**config.mk**
```make
export PLATFORM = sky130hd
export DESIGN_NAME = sawtc_way_ram
export DESIGN_NICKNAME = d
export VERILOG_FILES = /design/src/sawtc_way_ram.sv
export SDC_FILE = /design/constraint.sdc
export NUM_CORES = 2
export LEC_CHECK = 0
export ABC_CLOCK_PERIOD_IN_PS = 5810
export CORE_ASPECT_RATIO = 1.5
export CORE_MARGIN = 2
export CORE_UTILIZATION = 35
export DETAILED_ROUTE_END_ITERATION = 16
export DONT_BUFFER_PORTS = 1
export PLACE_DENSITY_LB_ADDON = 0.25
export SYNTH_ARGS = -nofsm -noshare
export SYNTH_HDL_FRONTEND = slang
export SYNTH_SLANG_ARGS = --single-unit
```
**constraint.sdc**
```tcl
create_clock -name clk_i -period 5.81 [get_ports clk_i]
set_input_delay 1.162 -clock clk_i [delete_from_list [all_inputs] [get_ports clk_i]]
set_output_delay 1.162 -clock clk_i [all_outputs]
set_load 0.1 [all_outputs]
```
**src/sawtc_way_ram.sv**
```systemverilog
// ----------------------------------------------------------------------------
// sawtc_way_ram: way-wide synchronous RAM
// One row holds an entry per way; writes are masked per way, reads return the
// whole row from a register in the next cycle.
// ----------------------------------------------------------------------------
module sawtc_way_ram #(
  parameter  int unsigned ROW_BITS = 6,
  parameter  int unsigned WAYS     = 2,
  parameter  int unsigned ENTRY_W  = 32,
  localparam int unsigned ROWS     = 1 << ROW_BITS,
  localparam int unsigned AW       = (ROW_BITS > 0) ? ROW_BITS : 1
) (
  input  logic                          clk_i,
  input  logic                          re_i,
  input  logic [AW-1:0]                 raddr_i,
  input  logic                          we_i,
  input  logic [AW-1:0]                 waddr_i,
  input  logic [WAYS-1:0]               wmask_i,
  input  logic [ENTRY_W-1:0]            wdata_i,
  output logic [WAYS-1:0][ENTRY_W-1:0]  rdata_o
);

  logic [WAYS-1:0][ENTRY_W-1:0] mem_q [ROWS];
  logic [WAYS-1:0][ENTRY_W-1:0] rdata_q;

  always_ff @(posedge clk_i) begin
    if (we_i) begin
      for (int w = 0; w < WAYS; w++) begin
        if (wmask_i[w]) begin
          mem_q[waddr_i][w] <= wdata_i;
        end
      end
    end
    // hold the last row read while idle
    if (re_i) begin
      rdata_q <= mem_q[raddr_i];
    end
  end

  assign rdata_o = rdata_q;

endmodule

```
* Yosys cells after proc, flatten, opt, wreduce, memory -nomap -nowiden
Memory sizes are Yosys's and may differ from the RTL's. A register that Yosys moved wholly into a read port is not among the register bits.
Index checks and enable logic that the tools add are counted.
** Storage, ports and cells
- Register bits :: 0
- Memory bits (writable) :: 4096
- Input bits :: 49
- Output and inout bits :: 64
- Word-level logic and storage cells :: 7
- Memories kept :: 1
** Cells by class
- Multiplexer cells :: 6
** Memories
- mem_q :: depth 64, bits a word 64, rd ports 1, clocked after memory_dff 1, wr ports 1, RTL line 23 : logic [WAYS-1:0][ENTRY_W-1:0] mem_q [ROWS];
** Operators with widths (count)
- two-way mux 1 bit :: 6

* Logic depth before layout (Yosys ltp)
- Depth in word-level cells :: 3
- Gate-level depth with buffers :: 9
- Depth with buffers taken out :: 5

* Worst setup path before layout
OpenSTA, ideal clock, no wires.
- Path kind :: input -> register
- Start :: in waddr_i[2]
- End :: mem mem_q[28][0] (netlist bit), enable pin
- Library setup time :: 0.421 ns
- Arrival :: 3.555 ns
- Data required time :: 5.389 ns
- Setup slack :: 1.834 ns
- Cell stages on the path :: 5
- Buffers on the path :: 3
- Path through :: clkbuf_1 > or3b_2 > clkbuf_1 > clkbuf_1 > nor2_1
** RTL lines
- start, declared :: RTL line 17 : input logic [AW-1:0] waddr_i,
- end, declared :: RTL line 23
No word-level cell before the write port.

==> impl_results.md <==
* Run status: finished, final reports clean
* WP data required at 6.48 ns
* Reg2reg start: mem_q[54][52]
* Via count at 75062
* Port bufs at 0
* CTS buffer count at 389
* Total length of routed wires at 475600 um
* Initial Util at 0.3517
* Synth Flop Type: edfxtp_1
* Unique cell type count in the Yosys netlist at 32
* Hold path start: wdata_i[23]
* Pin count of the biggest net entering global routing at 541
* GR peak layer: met2
* Max_cap viols at 0
* Grt met3 use at 0.03270
* Layout cells sized above 1 at 0.2845
* FP Rows at 301
* Clock Sinks at 4160
* Post-synth ARST share at 0
* Measured slew at the worst slew-check pin at 1.407 ns
* Die height at 825.9 um
* Post-synth EDFFs at 4160
* Flop2flop setup slack at 2.91 ns
* Unrepaired setup endpoints after global routing: no
* Root Buffer: clkbuf_16
* Crit. End Element: flop
* Worst-Skew Late Latency at 0.94 ns
* Power per cell area at 346.6 nW/um^2
* H-Tree Level Count at 5
* Clock buffer depth at 4
* Setup-failing EPs final at 0
* Met1 usage at 0.2459
* LEAKAGE at 55.18 nW
* Crit path max fanout at 133
* Worst vdd ir at 0.0002422 V
* Worst relative slew slack at 0.06215
* Register area share after synthesis at 0.7925
* Critical Path Source Type: input port
* Drt drc at 0
* Initial antenna violation count at 33
* M2 GR Usage at 0.3667
* Hold Crit Class: input port to flop
* Flops & latches, synth at 4160
* Nets at 7284
* RR Endpoint: rdata_o[52]
* Post-CTS Setup Bufs at 0
* Kind of critical path: input port to flop
* Area Overhead vs Synth at 14.89%
* Synthesized area at 157600 um^2
* TritonCTS clock tree: yes
* Chip Width at 551.9 um
* Clock Skew at 0.08246 ns
* Final Core Density at 0.4041
* Mapped Cells at 6861
* Placed cell count at 12748
* Clock transition at path regs at 0.07 ns
* Grt total ovfl at 0
* FF-to-FF path depth at 5
* Routed len/inst at 35.26 um
* Max Clock Freq at 194.0 MHz
* Final cell count without fillers at 13489
* Die ar. at 455800 um^2
* Final Hold Viols at 0
* Total power draw at 0.06277 W
* Vias per Instance at 5.565
* Min-Delay Path Depth at 0
* Post-DP HPWL at 266100 um
* Post-CTS Resized at 0
* Placer Congestion at 0.7985
* Period minus WS final at 5.156 ns
* Crit share post-route at 0.8874
* Post-Syn Nets at 6910
* Number of routed nets with antenna violations at 0
* Final max-slew violation count at 0
* Iteration count of the initial detailed-routing pass at 5
* 1st-iter DRT viols at 8761
* Total track usage at 0.2070
* Core area at 448200 um^2
* First-pass GRT wire length at 651800 um
* Worst Hold Path EP: mem_q[63][55]
* Number of global-route vias before repair at 77813
* Mean Syn Cell Area at 22.97 um^2
* Cts hold-fix bufs at 0
* Worst hold margin at 0.3322 ns
* WP data arrival at 5.83 ns
* Synth warn at 0
* Ports at 113
## critical path, cell delays in order
cell,delay (ns)
buf_16,0.69
buf_16,0.76
buf_16,0.61
mux4_2,0.61
a22oi_1,0.20
nand3_1,0.13
o21ai_0,0.79
nor2_1,0.10
## synth_stat cells, types with 3 or more instances
library cell,count,share of area
edfxtp_1,4160,0.79
mux4_2,1024,0.15
nand2_1,194,0.0046
nor2_1,179,0.0043
nand3_1,178,0.0057
clkbuf_1,163,0.0039
buf_2,151,0.0048
mux2i_1,135,0.0086
a22oi_1,128,0.0061
nand4_1,83,0.0033
o22ai_1,83,0.0033
buf_4,47,0.0022
o221ai_1,38,0.0021
or3_1,28,0.0011
or2_2,27,0.0011
a41oi_1,25,0.0014
nor2b_1,25,0.00099
o21ai_0,25,0.00079
and3_1,21,0.00083
a2bb2oi_1,20,0.0011
a31oi_1,20,0.00079
inv_1,20,0.00048
a211oi_1,19,0.00090
o21ai_1,19,0.00060
buf_1,16,0.00038
buf_6,15,0.0011
nand2b_1,8,0.00032
nand3b_1,3,0.00014
## flip-flops by register name, summed over array words and instances (netlist names)
register,cells
mem_q,4096
rdata_o,64
## kinds of logic (layout without fill, tap and decap cells)
kind of cell | Yosys count | after routing | synth area share
AOI/OAI and AO/OA | 377 | 377 | 0.01710
buffers and inverters | 412 | 1109 | 0.01284
DFF | 4160 | 4160 | 0.7925
muxes | 1159 | 1159 | 0.1549
other | 0 | 23 | 0
and+or+nand+nor | 753 | 753 | 0.02265
## area by class of cell
cell class,count,area (um^2)
diodes,23,57.56
clock buffers,464,10190
clock inverters,250,2831
fillers,39137,267100
inverters,20,75.07
multi-input cells,2289,31860
flip-flops and latches,4160,124900
well taps,5908,7392
repair buffers,375,3769
## per-layer routing
| metal | wire [um] | share of wire |
|---|---|---|
| met3 | 31080 | 0.065 |
| met2 | 248100 | 0.52 |
| met1 | 171400 | 0.36 |
| met5 | 12 | 0.000025 |
| met4 | 25060 | 0.053 |
## per-stage QoR
step / area, um^2 / TNS, ns / setup slack, ns
after CTS: 180900 / 0 / 0.6738
final: 181100 / 0 / 0.6543
after global routing: 181100 / 0 / 0.3757
after floorplan: 157600 / 0 / 1.834
after detailed placement: 167900 / -1.300 / -0.3878
after global placement: 167900 / -1.053 / -0.3187
## power by group
part / internal [W] / leakage [nW] / switching [W]
registers: 0.0332 / 37.4 / 0.000221
clock network: 0.0152 / 6.31 / 0.0113
logic: 0.00110 / 11.4 / 0.00183
total: 0.0494 / 55.2 / 0.0133
## worst max-delay path by stage
stage / slack, ns / endpoint / startpoint
2_1_floorplan: 1.83 / mem_q[28][0] / waddr_i[2]
6_report: 0.65 / rdata_o[7] / raddr_i[0]
3_5_place_dp: -0.39 / rdata_o[28] / raddr_i[0]
3_3_place_gp: -0.32 / rdata_o[28] / raddr_i[0]
4_1_cts: 0.67 / rdata_o[28] / raddr_i[0]
5_1_grt: 0.38 / rdata_o[28] / raddr_i[0]
## layout by cell type, fill, tap and decap left out, types with 48 or more instances in the layout
master / n
clkinv_1: 90
nand4_1: 83
edfxtp_1: 4160
buf_12: 57
bufinv_16: 59
o22ai_1: 83
clkinv_2: 65
buf_4: 306
a22oi_1: 128
nor2_4: 130
clkbuf_16: 397
nand2_1: 191
mux2i_1: 135
clkbuf_1: 67
nor2_1: 48
mux4_2: 1024
nand3_1: 177
No activity file was read; power rests on OpenSTA's default activity.
