File: src/sawtc_tag_match.sv
// ----------------------------------------------------------------------------
// sawtc_tag_match: parallel tag compare
// Compares a tag against every valid way of a set; the lowest match wins.
// ----------------------------------------------------------------------------
module sawtc_tag_match #(
  parameter  int unsigned WAYS  = 2,
  parameter  int unsigned TAG_W = 21,
  localparam int unsigned WAY_W = (WAYS > 1) ? $clog2(WAYS) : 1
) (
  input  logic [WAYS-1:0][TAG_W:0] entry_i,   // {valid, tag} per way
  input  logic [TAG_W-1:0]         tag_i,
  output logic                     hit_o,
  output logic [WAY_W-1:0]         way_o
);

  always_comb begin
    hit_o = 1'b0;
    way_o = '0;
    // scan downwards so the lowest matching way is kept
    for (int w = WAYS - 1; w >= 0; w--) begin
      if (entry_i[w][TAG_W] && (entry_i[w][TAG_W-1:0] == tag_i)) begin
        hit_o = 1'b1;
        way_o = WAY_W'(w);
      end
    end
  end

endmodule

File: config.mk
export PLATFORM = sky130hd
export DESIGN_NAME = sawtc_tag_match
export DESIGN_NICKNAME = d
export VERILOG_FILES = /design/src/sawtc_tag_match.sv
export SDC_FILE = /design/constraint.sdc
export NUM_CORES = 1
export LEC_CHECK = 0
export CORE_AREA = 2 2 39 41
export DETAILED_ROUTE_END_ITERATION = 8
export DIE_AREA = 0 0 41 43
export DONT_BUFFER_PORTS = 1
export SYNTH_ARGS = -nofsm -noshare
export SYNTH_HDL_FRONTEND = slang
export SYNTH_SLANG_ARGS = --single-unit
File: constraint.sdc
create_clock -name vclk -period 2.1
set_input_delay 0.105 -clock vclk [all_inputs]
set_output_delay 0.105 -clock vclk [all_outputs]
set_load 0.01 [all_outputs]
# == Word-level counts from Yosys, hierarchy flattened ==
# Cells that the tools add are included.
# totals
ff_bits,0
input_bits,65
out_inout_bits,2
word_cells,7
# op_classes
n_eq_ne,2
muxes,3
n_reduce_logical,2
# op_table
cell,n
21-bit == test,2
1-bit two-way mux,3
1-bit logical AND,2

# == Depth between registers and ports, before layout ==
# Gate-level depths: netlist of the first run.
# depth
ltp_word,4
ltp_mapped,4
mapped_depth_nobuf,4

# == Least setup slack after synthesis of the first run ==
# Ideal clock, no wire load.
# synth_timing
kind,input -> output
from,in entry_i[35] in the netlist's numbering
to,out way_o
arrival_ns,0.944
required_time_ns,1.995
path_slack_ns,1.051
cell_stages,4
path_buffers,0
cell_sequence,xor2_1 -> nor4_4 -> nand4_1 -> a211oi_2
# synth_via
elab_chain_cells,4
# synth_rtl
element,line,source
start: declaration,10,"input logic [WAYS-1:0][TAG_W:0] entry_i,"
21-bit == test,21,if (entry_i[w][TAG_W] && (entry_i[w][TAG_W-1:0] == tag_i)) begin
1-bit logical AND,21,
1-bit two-way mux (2 in series),21,
end: declaration,13,output logic [WAY_W-1:0] way_o
# Every way passes these cells.

# == Final worst setup path of the first run ==
# Ends and elaborated chain as after synthesis.

==> results of run 1 <==
## layer usage
metal	wire length, um	track usage (%)	vias up
li1	-	-	204
met1	329	12.3	176
met2	620	23.8	31
met3	157	0.524	0
met4	0	0	0
met5	0	0	-
## final timing paths
check | to | slack [ns] | depth (start not counted)
worst max-delay path | way_o | 0.97 | 4
worst min-delay path | way_o | 0.36 | 2
## synth_stat cells, drive strengths merged
master | number | area share (%)
xor2 | 24 | 41
a211oi | 1 | 2.5
nor4 | 7 | 15
and3 | 1 | 1.2
nand4 | 5 | 6.1
xnor2 | 18 | 31
o2bb2ai | 1 | 1.7
nand3 | 1 | 0.98
## area by class of cell
cell class / count / area [um^2] / area share [%]
multi-input cells: 58 / 509 / 96.2
well taps: 16 / 20.0 / 3.78
## where the power goes
part / total, mW / internal, mW / leakage, nW / switching (mW)
Clock: 0 / 0 / 0 / 0
Sequential: 0 / 0 / 0 / 0
Combinational: 0.0836 / 0.0497 / 0.155 / 0.0339
## stage by stage
stage | total power, mW | utilization (%) | instances
3_5_place_dp | 0.0848 | 38.2 | 74
4_1_cts | 0.0856 | 38.2 | 74
6_report | 0.0836 | 38.2 | 74
2_1_floorplan | 0.0751 | - | 58
5_1_grt | 0.0945 | 38.2 | 74
3_3_place_gp | 0.0841 | 38.2 | 74
## worst max-delay path, cell delays in order
cell and delay, ns:
xor2_1 0.16, nor4_4 0.28, nand4_1 0.16, a211oi_2 0.32
## logic make-up (layout without fill, tap and decap cells)
group,after synthesis,after routing
AO/OA/AOI/OAI,2,2
XOR/XNOR,42,42
AND/OR/NAND/NOR,14,14
==> summary.md, run 1 <==
| Metric | Value |
|---|---|
| Seq cells | 0 |
| Crit end category | output pin |
| Tot GR Track Use | 11.6% |
| DR vias | about 400 |
| Adder-cell area share of the yosys netlist | 0% |
| Final period util | between 50% and 60% |
| Final GP Congestion | around 0.55 |
| Startpoint types | input port |
| Most frequent cells in the layout | xor2_1, xnor2_1, nand4_1, nor4_2, nor4_1 |
| Placed Area | 529 um^2 |
| Std cell rows | 14 |
| Synthesis warning total | 0 |
| Seq. cell area | 0 um^2 |
| F_max | approximately 0.9 GHz |
| Clkbuf count | 0 |
| Layout Nets | about 130 |
| Setup WS pre-CTS | roughly 0.91 ns |
| Largest net degree at the start of global routing | 3 |
| XOR/XNOR share of the synthesized area | between 70% and 80% |
| Detailed placement HPWL | ~1100 um |
| Starting Density | 36.8% |
| ANT cells | 0 |
| Post-synthesis mux area share | 0% |
| Commonest non-fill, non-tap cell in the layout | xor2_1 |
| WP data required | approximately 2.0 ns |
| Fin area | roughly 530 um^2 |
| Layout cell share with drive strength beyond 1 | 8.62% |
| Seq/Total Area, Yosys | 0% |
| Grt total ovfl | 0 |
| 1st-iter DRT viols | 0 |
| Synth unique cells | 10 |
| Post-synthesis cell count | just under 60 |
| Global-route wire length before repair | roughly 1500 um |
| Hold WC Path Type | input port to output pin |
| Post-DR vias/cell | roughly 5.6 |
| Vias in the first global route | just over 400 |
| Mean Syn Cell Area | 8.78 um^2 |
| Synthesized area | approximately 510 um^2 |
| Min Clock Period, post-route | 1.13 ns |
| Critical path class | input port to output pin |
| Max rail drop VDD | 0.0452 mV |
| Hold_buf cts | 0 |
| Final hold vios | 0 |
| Top Ports | 67 |
| Vert. Die Dim | approximately 43 um |
| Hold_sp | entry_i[43] |
| Max Cap Viol | 0 |
| Die width | 41 um |
| Final Max Slew Viols | 0 |
| Crit Path Max Fanout | 2 |
| Fillers | 142 |
| Leak | roughly 0.16 nW |
| DRC | 0 |
| Port Buffers | 0 |
| Hold Slack | about 0.36 ns |
| Largest family of logic cells by synthesized area | XOR/XNOR gates |
| RSZ-0062 raised after global routing | false |
| DRT Wirelength | ~1100 um |
| Post-cts gate resize count | 0 |
| Synth-to-Final Area Change | 3.93% |
| Post-synthesis compound-gate area fraction | 4.18% |
| Final setup fails | 0 |
| 1st-pass router iterations | 1 |
| WL/cell | 15.0 um |
| Setup TNS | 0 ns |
| Power Density | ~160 mW/mm^2 |
| Post-route setup slack | 0.968 ns |
| CORE AREA | 0.00138 mm^2 |
| Simple-Gate Fraction of Synth Area | roughly a quarter |
| Relative slew margins | approximately four fifths |
| Die area | roughly 0.0018 mm^2 |
| Outcome | complete, no violations |
| CP Data Arrival Time | 1.03 ns |
| Crit path from | entry_i[35] |
| Routed Antenna Nets | 0 |
| Syn Nets | ~120 |
| Setup bufs post-CTS | 0 |
| Initial antenna violation count | 0 |
| Pin slew with the least headroom to its limit | about 0.32 ns |
Power figures use the tool's default switching activity.
==> run 2: changes to the inputs <==
==> constraint.sdc (replaced) <==
create_clock -name vclk -period 0.9
set_input_delay 0.045 -clock vclk [all_inputs]
set_output_delay 0.045 -clock vclk [all_outputs]
set_load 0.01 [all_outputs]
==> run 2 against run 1 <==
- the run now ends with negative setup slack left
- via count increased by 1.2%
- design area increased by 6.6%
- setup slack got worse by 1.1 ns
- combinational power increased to 2.5 times the previous value
- worst hold slack got worse by 0.068 ns
- utilization increased by 2.5 points
- sequential share of layout area unchanged
- sequential cell count unchanged
- wire length increased by 7.3%
- critical path depth unchanged
- non-clock buffer count unchanged
- final cell count unchanged
- critical path type unchanged
- critical endpoint unchanged
==> summary.md, run 2 (same netlist as run 1, synthesis figures left out) <==
| Metric | Value |
|---|---|
| Combinational cell fraction of total power | 100.0% (about the same) |
| RSZ-0062 raised after global routing | true |
| Startpoint types | input port |
| Final Max Slew Viols | 0 (unchanged) |
| Final GP Congestion | 0.592 (+7.5%) |
| Layout Utilization | 40.8% (+2.5 points) |
| 1st-iter DRT viols | 1 (+1) |
| Initial antenna violation count | 0 (unchanged) |
| F_max | 0.989 GHz |
| Detailed placement HPWL | 1090 um (+0.90%) |
| DRT Wirelength | 1190 um (+7.3%) |
| Max rail drop VDD | 0.102 mV (+130%) |
| Switching pwr | 0.0905 mW (+170%) |
| Commonest non-fill, non-tap cell in the layout | xor2_1 |
| Failing checks | negative setup slack |
| Sequential Power Share | 0% (unchanged) |
| Layout Nets | 125 (unchanged) |
| Final hold vios | 0 (unchanged) |
| Clk pwr share | 0% (unchanged) |
| Relative slew margins | 80.7% (+2.1 points) |
| Seq cells | 0 (unchanged) |
| Critical Path, Cell by Cell | xor2_2, nor4_4, nand4_1, a211oi_2 |
| Final setup fails | 2 (+2) |
| Die width | 41 um (unchanged) |
| Top Ports | 67 (unchanged) |
| Tot GR Track Use | 12.4% (+0.80 points) |
| Int Power | 0.120 mW (+140%) |
| Std cell rows | 14 (unchanged) |
| Switching Share | 43.0% (+2.5 points) |
| ANT cells | 0 (unchanged) |
| Vert. Die Dim | 43 um (unchanged) |
| Crit-path slowest cell | nor4_4 |
| Setup bufs post-CTS | 0 (unchanged) |
| Starting Density | 36.8% (unchanged) |
| Most frequent cells in the layout | xor2_1, xnor2_1, nand4_1, nor4_2, nor4_4 |
| Non-filler cells, final | 74 (unchanged) |
| Outcome | complete, but fails checks |
| DRC | 0 (unchanged) |
| Port Buffers | 0 (unchanged) |
| WL/cell | 16.1 um (+7.3%) |
| Hold Slack | 0.296 ns (-0.0678 ns) |
| Critical path class | input port to output pin |
| Leak | 0.173 nW (+12%) |
| Crit end category | output pin |
| Layout cell share with drive strength beyond 1 | 15.5% (+6.9 points) |
| Crit Path Max Fanout | 2 (unchanged) |
| Post-DR vias/cell | 5.62 (+1.2%) |
| CORE AREA | 0.00138 mm^2 (unchanged) |
| Max Cap Viol | 0 (unchanged) |
| Grt total ovfl | 0 (unchanged) |
| Global-route wire length before repair | 1590 um (+8.5%) |
| Seq. cell area | 0 um^2 (unchanged) |
| WP data required | 0.85 ns (-1.15 ns) |
| Setup WS pre-CTS | -0.193 ns (-1.10 ns) |
| Post-route setup slack | -0.111 ns (-1.08 ns) |
| Routed Antenna Nets | 0 (unchanged) |
| Final period util | 112% |
| Synth-to-Final Area Change | 10.8% |
| Min Clock Period, post-route | approximately 1.0 ns |
| CP Data Arrival Time | 0.97 ns (-0.06 ns) |
| Vias in the first global route | 453 (+10%) |
| Placed insts | 74 (unchanged) |
| Power Density | 373 mW/mm^2 (+140%) |
| Largest net degree at the start of global routing | 3 (unchanged) |
| Clkbuf count | 0 (unchanged) |
| Pin slew with the least headroom to its limit | 0.288 ns (-0.0304 ns) |
| DR vias | 416 (+1.2%) |
| CP max stage delay | 0.28 ns (-0.04 ns) |
| 1st-pass router iterations | 2 (+1) |
| Hold WC Path Type | input port to output pin |
| Die area | 0.00176 mm^2 (unchanged) |
[run 2: power groups by stage]
stage          combinational (mW)  sequential, mW  clock [mW]
6_report                    0.210               0           0
5_1_grt                     0.233               0           0
4_1_cts                     0.205               0           0
3_5_place_dp                0.198               0           0
3_3_place_gp                0.196               0           0
2_1_floorplan               0.175               0           0
[run 2: layout make-up]
class | count | area, um^2
multi-input combinational | 58 | 544
fill | 153 | 820
tap | 16 | 20.0
[run 2: through the flow]
stage | power [mW] | setup TNS (ns) | area, um^2
global route | 0.233 | -0.328 | 564
CTS | 0.205 | -0.269 | 536
global placement | 0.196 | -0.273 | 529
floorplan | 0.175 | 0 | 509
finish | 0.210 | -0.206 | 564
detailed placement | 0.198 | -0.356 | 529
[run 2: final timing paths]
kind                  slack [ns]        start  cells after the start    end
worst min-delay path        0.30  entry_i[43]                      2  way_o
worst max-delay path       -0.11  entry_i[35]                      4  way_o
[run 2: critical path, delay by kind of cell]
kind / cells / cell delay, ns
and+or+nand+nor: 2 / 0.47
AOI/OAI and AO/OA: 1 / 0.28
xor gates and xnor gates: 1 / 0.17
[run 2: what timing repair did]
action | 4_1_cts | 5_1_grt
hold buffers | 0 | 0
pin swaps | 1 | 4
gates resized for setup | 1 | 4
endpoints found under the setup margin | 2 | 2
[run 2: routing by layer]
| layer | up-vias | wire (um) | GRT usage [%] |
|---|---|---|---|
| li1 | 203 | - | - |
| met2 | 26 | 732 | 26.3 |
| met4 | 0 | 0 | 0 |
| met5 | - | 0 | 0 |
| met1 | 187 | 342 | 12.7 |
| met3 | 0 | 113 | 0 |
